`config.mk`:
```
export PLATFORM = sky130hd
export DESIGN_NAME = tree_nearest_and_radius_search
export DESIGN_NICKNAME = d
export VERILOG_FILES = /design/src/rtl/core/tnrs_pkg.sv /design/src/rtl/core/tnrs_ram.sv /design/src/rtl/core/tnrs_dist.sv /design/src/rtl/core/tree_nearest_and_radius_search.sv
export VERILOG_INCLUDE_DIRS = /design/src /design/src/rtl/core
export SDC_FILE = /design/constraint.sdc
export NUM_CORES = 2
export LEC_CHECK = 0
export ABC_AREA = 0
export BUFFER_PORTS_ARGS = -buffer_cell sky130_fd_sc_hd__buf_2
export CAP_MARGIN = 20
export CORE_AREA = 5 5 526 528
export CTS_CLUSTER_SIZE = 24
export DETAILED_ROUTE_END_ITERATION = 8
export DIE_AREA = 0 0 531 533
export PLACE_DENSITY_LB_ADDON = 0.08
export SYNTH_ARGS = -nofsm -noshare
export SYNTH_HDL_FRONTEND = slang
export SYNTH_SLANG_ARGS = --single-unit
export TNS_END_PERCENT = 1
```
`constraint.sdc`:
```
create_clock -name clk -period 13.32 [get_ports clk]
set_clock_uncertainty 0.2 [all_clocks]
set_input_delay 1.998 -clock clk [delete_from_list [all_inputs] [get_ports clk]]
set_output_delay 1.998 -clock clk [all_outputs]
set_load 0.01 [all_outputs]
```
`src/rtl/core/assert_macros.svh`:
```
// ============================================================================
// assert_macros.svh
// Concurrent assertion helpers; they compile to nothing under SYNTHESIS.
// ============================================================================
`ifndef ASSERT_MACROS_SVH
`define ASSERT_MACROS_SVH

`ifndef SYNTHESIS

// Property must hold at every clock edge outside reset
`define ASSERT_PROP(lbl, clk, rst_n, prop, msg) \
    lbl: assert property (@(posedge clk) disable iff (!rst_n) prop) else $error(msg);

// Condition must never be true outside reset
`define ASSERT_NEVER(lbl, clk, rst_n, cond, msg) \
    lbl: assert property (@(posedge clk) disable iff (!rst_n) !(cond)) else $error(msg);

`else

`define ASSERT_PROP(lbl, clk, rst_n, prop, msg)
`define ASSERT_NEVER(lbl, clk, rst_n, cond, msg)

`endif

`endif

```
`src/rtl/core/tnrs_pkg.sv`:
```
`timescale 1ns / 1ps
// ============================================================================
// tnrs_pkg
// Shared types and constants of the point store with nearest/radius search.
// ============================================================================
package tnrs_pkg;

    // Store size and derived widths
    localparam int CAPACITY = 64;
    localparam int ADDR_W   = $clog2(CAPACITY);
    localparam int CNT_W    = $clog2(CAPACITY + 1);
    localparam int IDX_W    = 6;
    localparam int CMP_W    = IDX_W + 1;
    localparam int COORD_W  = 16;
    localparam int DIFF_W   = COORD_W + 1;
    localparam int SQ_W     = 2 * COORD_W;
    localparam int DIST_W   = SQ_W + 1;

    // Command codes
    localparam logic [2:0] KIND_APPEND   = 3'd0;
    localparam logic [2:0] KIND_SET_FLAG = 3'd1;
    localparam logic [2:0] KIND_NEAREST  = 3'd2;
    localparam logic [2:0] KIND_RADIUS   = 3'd3;
    localparam logic [2:0] KIND_CLEAR    = 3'd4;

    // Input word
    typedef struct packed {
        logic [2:0]                 kind;
        logic [IDX_W-1:0]           entry_index;
        logic signed [COORD_W-1:0]  coord_x;
        logic signed [COORD_W-1:0]  coord_y;
        logic                       member_flag;
        logic                       only_members;
        logic [COORD_W-1:0]         radius;
    } cmd_t;

    // Result word
    typedef struct packed {
        logic               found;
        logic [IDX_W-1:0]   match_index;
        logic [DIST_W-1:0]  distance_sq;
        logic               last;
        logic               full_error;
    } result_t;

    // One stored point
    typedef struct packed {
        logic [COORD_W-1:0] x;
        logic [COORD_W-1:0] y;
        logic               flag;
    } mem_word_t;

    // Tag that travels with an entry through the distance pipeline
    typedef struct packed {
        logic              valid;
        logic [ADDR_W-1:0] idx;
    } tag_t;

    // Sequencer states
    typedef enum logic [2:0] {
        ST_IDLE,
        ST_APPEND,
        ST_SET_RD,
        ST_SET_WR,
        ST_SCAN,
        ST_FINISH
    } state_t;

endpackage

```
`src/rtl/core/tnrs_ram.sv`:
```
`timescale 1ns / 1ps
// ============================================================================
// tnrs_ram
// Generic single-write, single-read RAM with registered read data.
// ============================================================================
module tnrs_ram #(
    parameter int WIDTH = 8,
    parameter int DEPTH = 16
) (
    input  logic                     clk,
    input  logic                     we,
    input  logic [$clog2(DEPTH)-1:0] waddr,
    input  logic [WIDTH-1:0]         wdata,
    input  logic [$clog2(DEPTH)-1:0] raddr,
    output logic [WIDTH-1:0]         rdata
);

    logic [WIDTH-1:0] mem_reg [DEPTH];
    logic [WIDTH-1:0] rdata_reg;

    // Write port and registered read port
    always_ff @(posedge clk)
    begin
        if (we)
        begin
            mem_reg[waddr] <= wdata;
        end
        rdata_reg <= mem_reg[raddr];
    end

    assign rdata = rdata_reg;

endmodule

```
`src/rtl/core/tnrs_dist.sv`:
```
`timescale 1ns / 1ps
// ============================================================================
// tnrs_dist
// Three-stage squared-distance pipeline: difference, squares, sum.
// ============================================================================
module tnrs_dist (
    input  logic                                 clk,
    input  logic                                 rst_n,
    input  tnrs_pkg::tag_t                       point_tag,
    input  tnrs_pkg::mem_word_t                  point,
    input  logic signed [tnrs_pkg::COORD_W-1:0]  query_x,
    input  logic signed [tnrs_pkg::COORD_W-1:0]  query_y,
    output tnrs_pkg::tag_t                       sum_tag,
    output logic [tnrs_pkg::DIST_W-1:0]          dist_sq,
    output logic                                 busy
);
    import tnrs_pkg::*;

    tag_t                     tag_a_reg, tag_b_reg, tag_c_reg;
    logic signed [DIFF_W-1:0] dx_a_reg, dy_a_reg, dx_a_next, dy_a_next;
    logic [SQ_W-1:0]          sqx_b_reg, sqy_b_reg, sqx_b_next, sqy_b_next;
    logic [DIST_W-1:0]        d_c_reg, d_c_next;
    logic signed [2*DIFF_W-1:0] prod_x, prod_y;

    // Stage math
    always_comb
    begin
        dx_a_next  = $signed({point.x[COORD_W-1], point.x})
                   - $signed({query_x[COORD_W-1], query_x});
        dy_a_next  = $signed({point.y[COORD_W-1], point.y})
                   - $signed({query_y[COORD_W-1], query_y});
        prod_x     = dx_a_reg * dx_a_reg;
        prod_y     = dy_a_reg * dy_a_reg;
        // |d| <= 65535, so each square fits SQ_W bits
        sqx_b_next = prod_x[SQ_W-1:0];
        sqy_b_next = prod_y[SQ_W-1:0];
        d_c_next   = {1'b0, sqx_b_reg} + {1'b0, sqy_b_reg};
    end

    // Tags carry the valid bits
    always_ff @(posedge clk or negedge rst_n)
    begin
        if (!rst_n)
        begin
            tag_a_reg <= '0;
            tag_b_reg <= '0;
            tag_c_reg <= '0;
        end
        else
        begin
            tag_a_reg <= point_tag;
            tag_b_reg <= tag_a_reg;
            tag_c_reg <= tag_b_reg;
        end
    end

    // Data path registers
    always_ff @(posedge clk)
    begin
        dx_a_reg  <= dx_a_next;
        dy_a_reg  <= dy_a_next;
        sqx_b_reg <= sqx_b_next;
        sqy_b_reg <= sqy_b_next;
        d_c_reg   <= d_c_next;
    end

    assign sum_tag = tag_c_reg;
    assign dist_sq = d_c_reg;
    assign busy    = tag_a_reg.valid | tag_b_reg.valid | tag_c_reg.valid;

endmodule

```
`src/rtl/core/tree_nearest_and_radius_search.sv`:
```
`timescale 1ns / 1ps
// ============================================================================
// tree_nearest_and_radius_search
// Planar point store with nearest and radius search over one RAM.
// ============================================================================
// A word is taken when start is high and busy is low; results come out one
// per cycle on result, marked by strobe, and cannot be held off. Append is
// busy for 1 cycle and gives one result, strobed in the first cycle after
// busy falls. Set flag is busy for a read-modify-write of the entry when
// the entry exists and not otherwise; clear and unused codes never raise
// busy, and none of these gives a result. A nearest or radius query keeps
// busy high through its scan and closing state: the single RAM read port
// delivers one entry per cycle, the read/difference/square/sum pipeline
// follows, the sequencer sees it drained and then forms the closing result,
// which is strobed in the first cycle after busy falls. Radius matches come
// out during the scan, each delayed until the next match is known, so the
// final one carries last.
module tree_nearest_and_radius_search (
    input  logic               clk,
    input  logic               rst_n,
    input  logic               start,
    output logic               busy,
    input  tnrs_pkg::cmd_t     cmd,
    output logic               strobe,
    output tnrs_pkg::result_t  result
);
    import tnrs_pkg::*;

    state_t             state_reg, state_next;
    cmd_t               cmd_reg, cmd_next;
    logic [CNT_W-1:0]   count_reg, count_next;
    logic [CNT_W-1:0]   issue_reg, issue_next;
    tag_t               tag1_reg, issue_tag, cand_tag;
    logic [SQ_W-1:0]    r2_reg, r2_next;
    logic               hold_valid_reg, hold_valid_next;
    logic [ADDR_W-1:0]  hold_idx_reg, hold_idx_next;
    logic [DIST_W-1:0]  hold_d_reg, hold_d_next;
    logic               strobe_reg, strobe_next;
    result_t            result_reg, result_next;

    logic               mem_we;
    logic [ADDR_W-1:0]  mem_waddr, mem_raddr;
    mem_word_t          mem_wdata, mem_rdata;

    tag_t               dist_tag;
    logic [DIST_W-1:0]  dist_sq;
    logic               dist_busy;

    // Point store
    tnrs_ram #(
        .WIDTH ($bits(mem_word_t)),
        .DEPTH (CAPACITY)
    ) u_ram (
        .clk   (clk),
        .we    (mem_we),
        .waddr (mem_waddr),
        .wdata (mem_wdata),
        .raddr (mem_raddr),
        .rdata (mem_rdata)
    );

    // Candidate filter on the read data; entry 0 always counts for nearest
    always_comb
    begin
        cand_tag       = tag1_reg;
        cand_tag.valid = tag1_reg.valid
                       && (!cmd_reg.only_members || mem_rdata.flag
                           || (cmd_reg.kind == KIND_NEAREST && tag1_reg.idx == '0));
    end

    // Distance pipeline
    tnrs_dist u_dist (
        .clk       (clk),
        .rst_n     (rst_n),
        .point_tag (cand_tag),
        .point     (mem_rdata),
        .query_x   (cmd_reg.coord_x),
        .query_y   (cmd_reg.coord_y),
        .sum_tag   (dist_tag),
        .dist_sq   (dist_sq),
        .busy      (dist_busy)
    );

    // Sequencer: next state and outputs
    always_comb
    begin
        state_next      = state_reg;
        cmd_next        = cmd_reg;
        count_next      = count_reg;
        issue_next      = issue_reg;
        r2_next         = r2_reg;
        hold_valid_next = hold_valid_reg;
        hold_idx_next   = hold_idx_reg;
        hold_d_next     = hold_d_reg;
        strobe_next     = 1'b0;
        result_next     = result_reg;
        mem_we          = 1'b0;
        mem_waddr       = count_reg[ADDR_W-1:0];
        mem_wdata       = '{x: cmd_reg.coord_x, y: cmd_reg.coord_y,
                            flag: cmd_reg.member_flag};
        mem_raddr       = issue_reg[ADDR_W-1:0];
        issue_tag       = '0;

        unique case (state_reg)
            ST_IDLE:
            begin
                if (start)
                begin
                    cmd_next = cmd;
                    r2_next  = SQ_W'(cmd.radius) * SQ_W'(cmd.radius);
                    unique case (cmd.kind) inside
                        KIND_APPEND:
                        begin
                            state_next = ST_APPEND;
                        end
                        KIND_SET_FLAG:
                        begin
                            if ({1'b0, cmd.entry_index} < CMP_W'(count_reg))
                            begin
                                state_next = ST_SET_RD;
                            end
                        end
                        KIND_NEAREST, KIND_RADIUS:
                        begin
                            state_next      = ST_SCAN;
                            issue_next      = '0;
                            hold_valid_next = 1'b0;
                        end
                        KIND_CLEAR:
                        begin
                            count_next = '0;
                        end
                        default:
                        begin
                            state_next = ST_IDLE;
                        end
                    endcase
                end
            end
            ST_APPEND:
            begin
                strobe_next = 1'b1;
                result_next = '{found: 1'b0, match_index: '0, distance_sq: '0,
                                last: 1'b1, full_error: 1'b1};
                if (count_reg < CNT_W'(CAPACITY))
                begin
                    mem_we                 = 1'b1;
                    count_next             = count_reg + 1'b1;
                    result_next.full_error = 1'b0;
                end
                state_next = ST_IDLE;
            end
            ST_SET_RD:
            begin
                mem_raddr  = cmd_reg.entry_index[ADDR_W-1:0];
                state_next = ST_SET_WR;
            end
            ST_SET_WR:
            begin
                // Read data is this entry; only the flag changes
                mem_we     = 1'b1;
                mem_waddr  = cmd_reg.entry_index[ADDR_W-1:0];
                mem_wdata  = '{x: mem_rdata.x, y: mem_rdata.y,
                               flag: cmd_reg.member_flag};
                state_next = ST_IDLE;
            end
            ST_SCAN:
            begin
                if (issue_reg < count_reg)
                begin
                    issue_tag  = '{valid: 1'b1, idx: issue_reg[ADDR_W-1:0]};
                    issue_next = issue_reg + 1'b1;
                end
                else if (!tag1_reg.valid && !dist_busy)
                begin
                    state_next = ST_FINISH;
                end

                // Fold in the distance leaving the pipeline
                if (dist_tag.valid)
                begin
                    if (cmd_reg.kind == KIND_NEAREST)
                    begin
                        if (!hold_valid_reg || dist_sq < hold_d_reg)
                        begin
                            hold_valid_next = 1'b1;
                            hold_idx_next   = dist_tag.idx;
                            hold_d_next     = dist_sq;
                        end
                    end
                    else if (dist_sq < {1'b0, r2_reg})
                    begin
                        // Previous match is not the last one
                        if (hold_valid_reg)
                        begin
                            strobe_next = 1'b1;
                            result_next = '{found: 1'b1,
                                            match_index: IDX_W'(hold_idx_reg),
                                            distance_sq: hold_d_reg,
                                            last: 1'b0, full_error: 1'b0};
                        end
                        hold_valid_next = 1'b1;
                        hold_idx_next   = dist_tag.idx;
                        hold_d_next     = dist_sq;
                    end
                end
            end
            ST_FINISH:
            begin
                strobe_next = 1'b1;
                if (hold_valid_reg)
                begin
                    result_next = '{found: 1'b1, match_index: IDX_W'(hold_idx_reg),
                                    distance_sq: hold_d_reg,
                                    last: 1'b1, full_error: 1'b0};
                end
                else
                begin
                    result_next = '{found: 1'b0, match_index: '0, distance_sq: '0,
                                    last: 1'b1, full_error: 1'b0};
                end
                state_next = ST_IDLE;
            end
            default:
            begin
                state_next = ST_IDLE;
            end
        endcase
    end

    // Control registers
    always_ff @(posedge clk or negedge rst_n)
    begin
        if (!rst_n)
        begin
            state_reg      <= ST_IDLE;
            count_reg      <= '0;
            issue_reg      <= '0;
            tag1_reg       <= '0;
            hold_valid_reg <= 1'b0;
            strobe_reg     <= 1'b0;
        end
        else
        begin
            state_reg      <= state_next;
            count_reg      <= count_next;
            issue_reg      <= issue_next;
            tag1_reg       <= issue_tag;
            hold_valid_reg <= hold_valid_next;
            strobe_reg     <= strobe_next;
        end
    end

    // Payload registers
    always_ff @(posedge clk)
    begin
        cmd_reg      <= cmd_next;
        r2_reg       <= r2_next;
        hold_idx_reg <= hold_idx_next;
        hold_d_reg   <= hold_d_next;
        result_reg   <= result_next;
    end

    assign busy   = (state_reg != ST_IDLE);
    assign strobe = strobe_reg;
    assign result = result_reg;

    // Checks
    `include "assert_macros.svh"

    `ASSERT_NEVER(a_count_range, clk, rst_n, count_reg > CNT_W'(CAPACITY), "entry count past capacity")
    `ASSERT_PROP(a_read_in_scan, clk, rst_n, tag1_reg.valid |-> state_reg == ST_SCAN, "entry read outside a scan")
    `ASSERT_PROP(a_miss_is_last, clk, rst_n, (strobe && !result.found) |-> result.last, "empty result not final")
    `ASSERT_PROP(a_query_starts, clk, rst_n, (start && !busy && (cmd.kind == KIND_NEAREST || cmd.kind == KIND_RADIUS)) |=> state_reg == ST_SCAN, "query did not start a scan")

endmodule
```
==> results.py <==
metrics = {
    "layout": {
        "layout_commonest_cell": "edfxtp_1",
        "final_cell_mix": "edfxtp_1, inv_1, fa_1",
        "fin_area_mm2": 0.1357,
        "nFillCells": 22960,
        "area_growth_pct": 11.76,
        "layout-drive-gt1-share_pct": 15.60,
        "largest_register_ffs": 2112,
        "fin_nets": 9108,
        "utilization_pct": 49.90,
    },
    "worst_setup_path": {
        "cp_slowest_cell": "fa_1",
        "crit_path_end_kind": "register",
        "r2r-start": "u_dist.dy_a_reg[2]$_DFF_P_",
        "ff2ff_path_depth": 22,
        "cpPeakStageDelay_ps": 530,
        "ff2ff_setup_slack_ps": 5930,
        "crit_arrival_ps": 8160,
        "start_kind": "primary input",
        "critical_path_class": "primary input to register",
        "crit_fanout": 17,
        "rr_endpoint": "u_dist.sqy_b_reg[31]$_DFF_P_",
        "required_ps": 13670,
    },
    "worst_hold_path": {
        "holdPathStages": 0,
        "holdPathEnd": "u_dist.sum_tag[0]$_DFF_PN0_",
        "min_from": "u_dist.tag_b_reg[0]$_DFF_PN0_",
        "hold_class": "register to register",
    },
    "global_routing": {
        "grt_pass1_vias": 69560,
        "grt_first_pass_wirelength_mm": 468.7,
        "grt_overflow": 0,
        "antenna_found_initial": 9,
        "grt_use_total_pct": 22.30,
        "grt_max_degree": 110,
    },
    "die": {
        "die_height_um": 533,
        "die_w_um": 531,
        "initial_core_util_pct": 44.65,
        "die-area_mm2": 0.2830,
        "rows": 192,
        "io_pins": 106,
        "core_area_mm2": 0.2719,
    },
    "logic_synthesis": {
        "yosys_most_used_dff": "edfxtp_1",
        "yosys.area_share.adder_pct": 15.33,
        "synth_nets": 8872,
        "avgSynthCellArea_um2": 15.71,
        "synthSimpleGateAreaFrac_pct": 5.235,
        "async_flop_share_pct": 1.898,
        "ys_types": 69,
        "synth-xor-area-share_pct": 1.248,
        "synthMuxAreaShare_pct": 9.892,
        "ys_seq_area_share_pct": 59.70,
        "yosysWarnings": 0,
        "synth_top_family_by_area": "adder cells",
        "synth_area_mm2": 0.1214,
        "ys_ff_latch": 2476,
        "syn_inst": 7728,
        "synth_compound_area_share_pct": 4.481,
        "synth_edf_count": 2267,
    },
    "placed_design": {
        "hpwl_mm": 194.8,
        "postPlaceCellArea_mm2": 0.1275,
        "place_congestion": 0.8321,
        "port_buffers": 105,
    },
    "route": {
        "drt-initial-drc-count": 5236,
        "avgRoutedWirePerCell_um": 26.59,
        "via_count": 65380,
        "totalWireLength_mm": 312.2,
        "via_per_inst": 5.568,
        "drt.antenna.violating_nets": 0,
        "dr.pass1.iters": 6,
        "drc": 0,
    },
    "cts": {
        "cts_tree": "yes",
        "cts_num_sinks": 2476,
        "cts.htree.levels": 5,
        "postCtsHoldBufs": 0,
        "cts_resized": 0,
        "clk_pin_slew_ps": 60,
        "cts_buffer_depth": 4,
        "postCtsSetupBuffers": 0,
        "numCtsBuffers": 266,
        "insertion_delay_ps": 840,
        "root_buffer": "clkbuf_16",
    },
    "sta": {
        "worst_pin_slew_ps": 1183,
        "max_slew_margin_pct": 20.47,
        "setup_viol": 0,
        "setup_tns_ps": 0,
        "finalCritPeriodShare_pct": 58.61,
        "grt_setup_unrepaired": "no",
        "maxSlewViolCount": 0,
        "fmax_mhz": 128.1,
        "final.min_clock_period_ps": 7806,
        "hold_viol": 0,
    },
    "outcome": {
        "status": "finished, final reports clean",
    },
    "flow_run": {
        "drv_cap": 0,
    },
}
Yosys cell counts, types with 12 or more instances:
master    number  area, um2
o21bai_1      12      90.09
nor3_1        26      130.1
nand3_1       33      165.2
ha_1         405       5067
nand2b_1      29      181.4
nand4_1       20      125.1
xor2_1        42      367.9
nand2_1      584       2192
fa_1         677      13550
o21a_1        24      180.2
dfrtp_1       47       1176
mux4_2       528      11890
dfxtp_1      162       3243
a211oi_1     183       1374
clkbuf_1     219      822.0
a31oi_1       82      513.0
o21ai_0      112      560.5
nor2b_1       49      306.5
a311oi_1      66      578.1
and2_1       340       2127
edfxtp_1    2267      68080
a21o_1        87      653.1
buf_1         23      86.33
buf_2         60      300.3
inv_1        988       3709
a21oi_1      191      955.9
nor2_1       209      784.5
xnor2_1      131       1147
how the worst max path moves through the flow:
| stage | start | end | depth (start not counted) |
|---|---|---|---|
| 2_1_floorplan | cmd[2] | r2_reg[30]$_DFFE_PP_ | 22 |
| 6_report | cmd[6] | r2_reg[30]$_DFFE_PP_ | 25 |
| 4_1_cts | cmd[6] | r2_reg[30]$_DFFE_PP_ | 25 |
| 3_3_place_gp | cmd[6] | r2_reg[30]$_DFFE_PP_ | 25 |
| 3_5_place_dp | cmd[6] | r2_reg[30]$_DFFE_PP_ | 25 |
| 5_1_grt | cmd[6] | r2_reg[30]$_DFFE_PP_ | 25 |
critical path: cells and delay by family:
family	cells	cell delay, ps
fa+ha+maj	7	3230
simple gates	6	1230
compound gates	4	930
buf+inv	7	650
xor+xnor	1	130
through the flow:
stage               cells  hold slack [ps]  setup slack [ps]
finish              11740            147.2              5514
global route        11740            154.1              5127
CTS                 11740            149.8              5572
detailed placement  11280            134.7              4692
global placement    11280            132.9              4696
floorplan            7728            131.2              5425
final cells by class:
cell class | count | area (um2) | share of cell area (%)
inverter | 990 | 3716 | 2.738
antenna | 3 | 7.507 | 0.005532
tap | 3589 | 4491 | 3.309
clock inverter | 91 | 660.6 | 0.4868
timing repair buffer | 277 | 1979 | 1.459
sequential | 2476 | 72490 | 53.42
multi-input combinational | 3953 | 44890 | 33.08
clock buffer | 363 | 7461 | 5.498
routing by layer:
layer / share of wire [%] / wire length (um) / track usage, %
met1: 45 / 139200 / 32.14
met2: 48 / 150200 / 36.17
met3: 4.6 / 14290 / 2.916
met4: 2.7 / 8572 / 5.717
met5: 0 / 0 / 0
logic make-up after synthesis:
logic type,Yosys count
AO/OA/AOI/OAI,821
XOR/XNOR,173
AND/OR/NAND/NOR,1338
flip-flops,2476
adder cells (fa/ha/maj),1082
buffers and inverters,1299
multiplexers,539
Power is not shown: default switching activity piles up to over one toggle a cycle in this logic, so the estimate is an artifact.
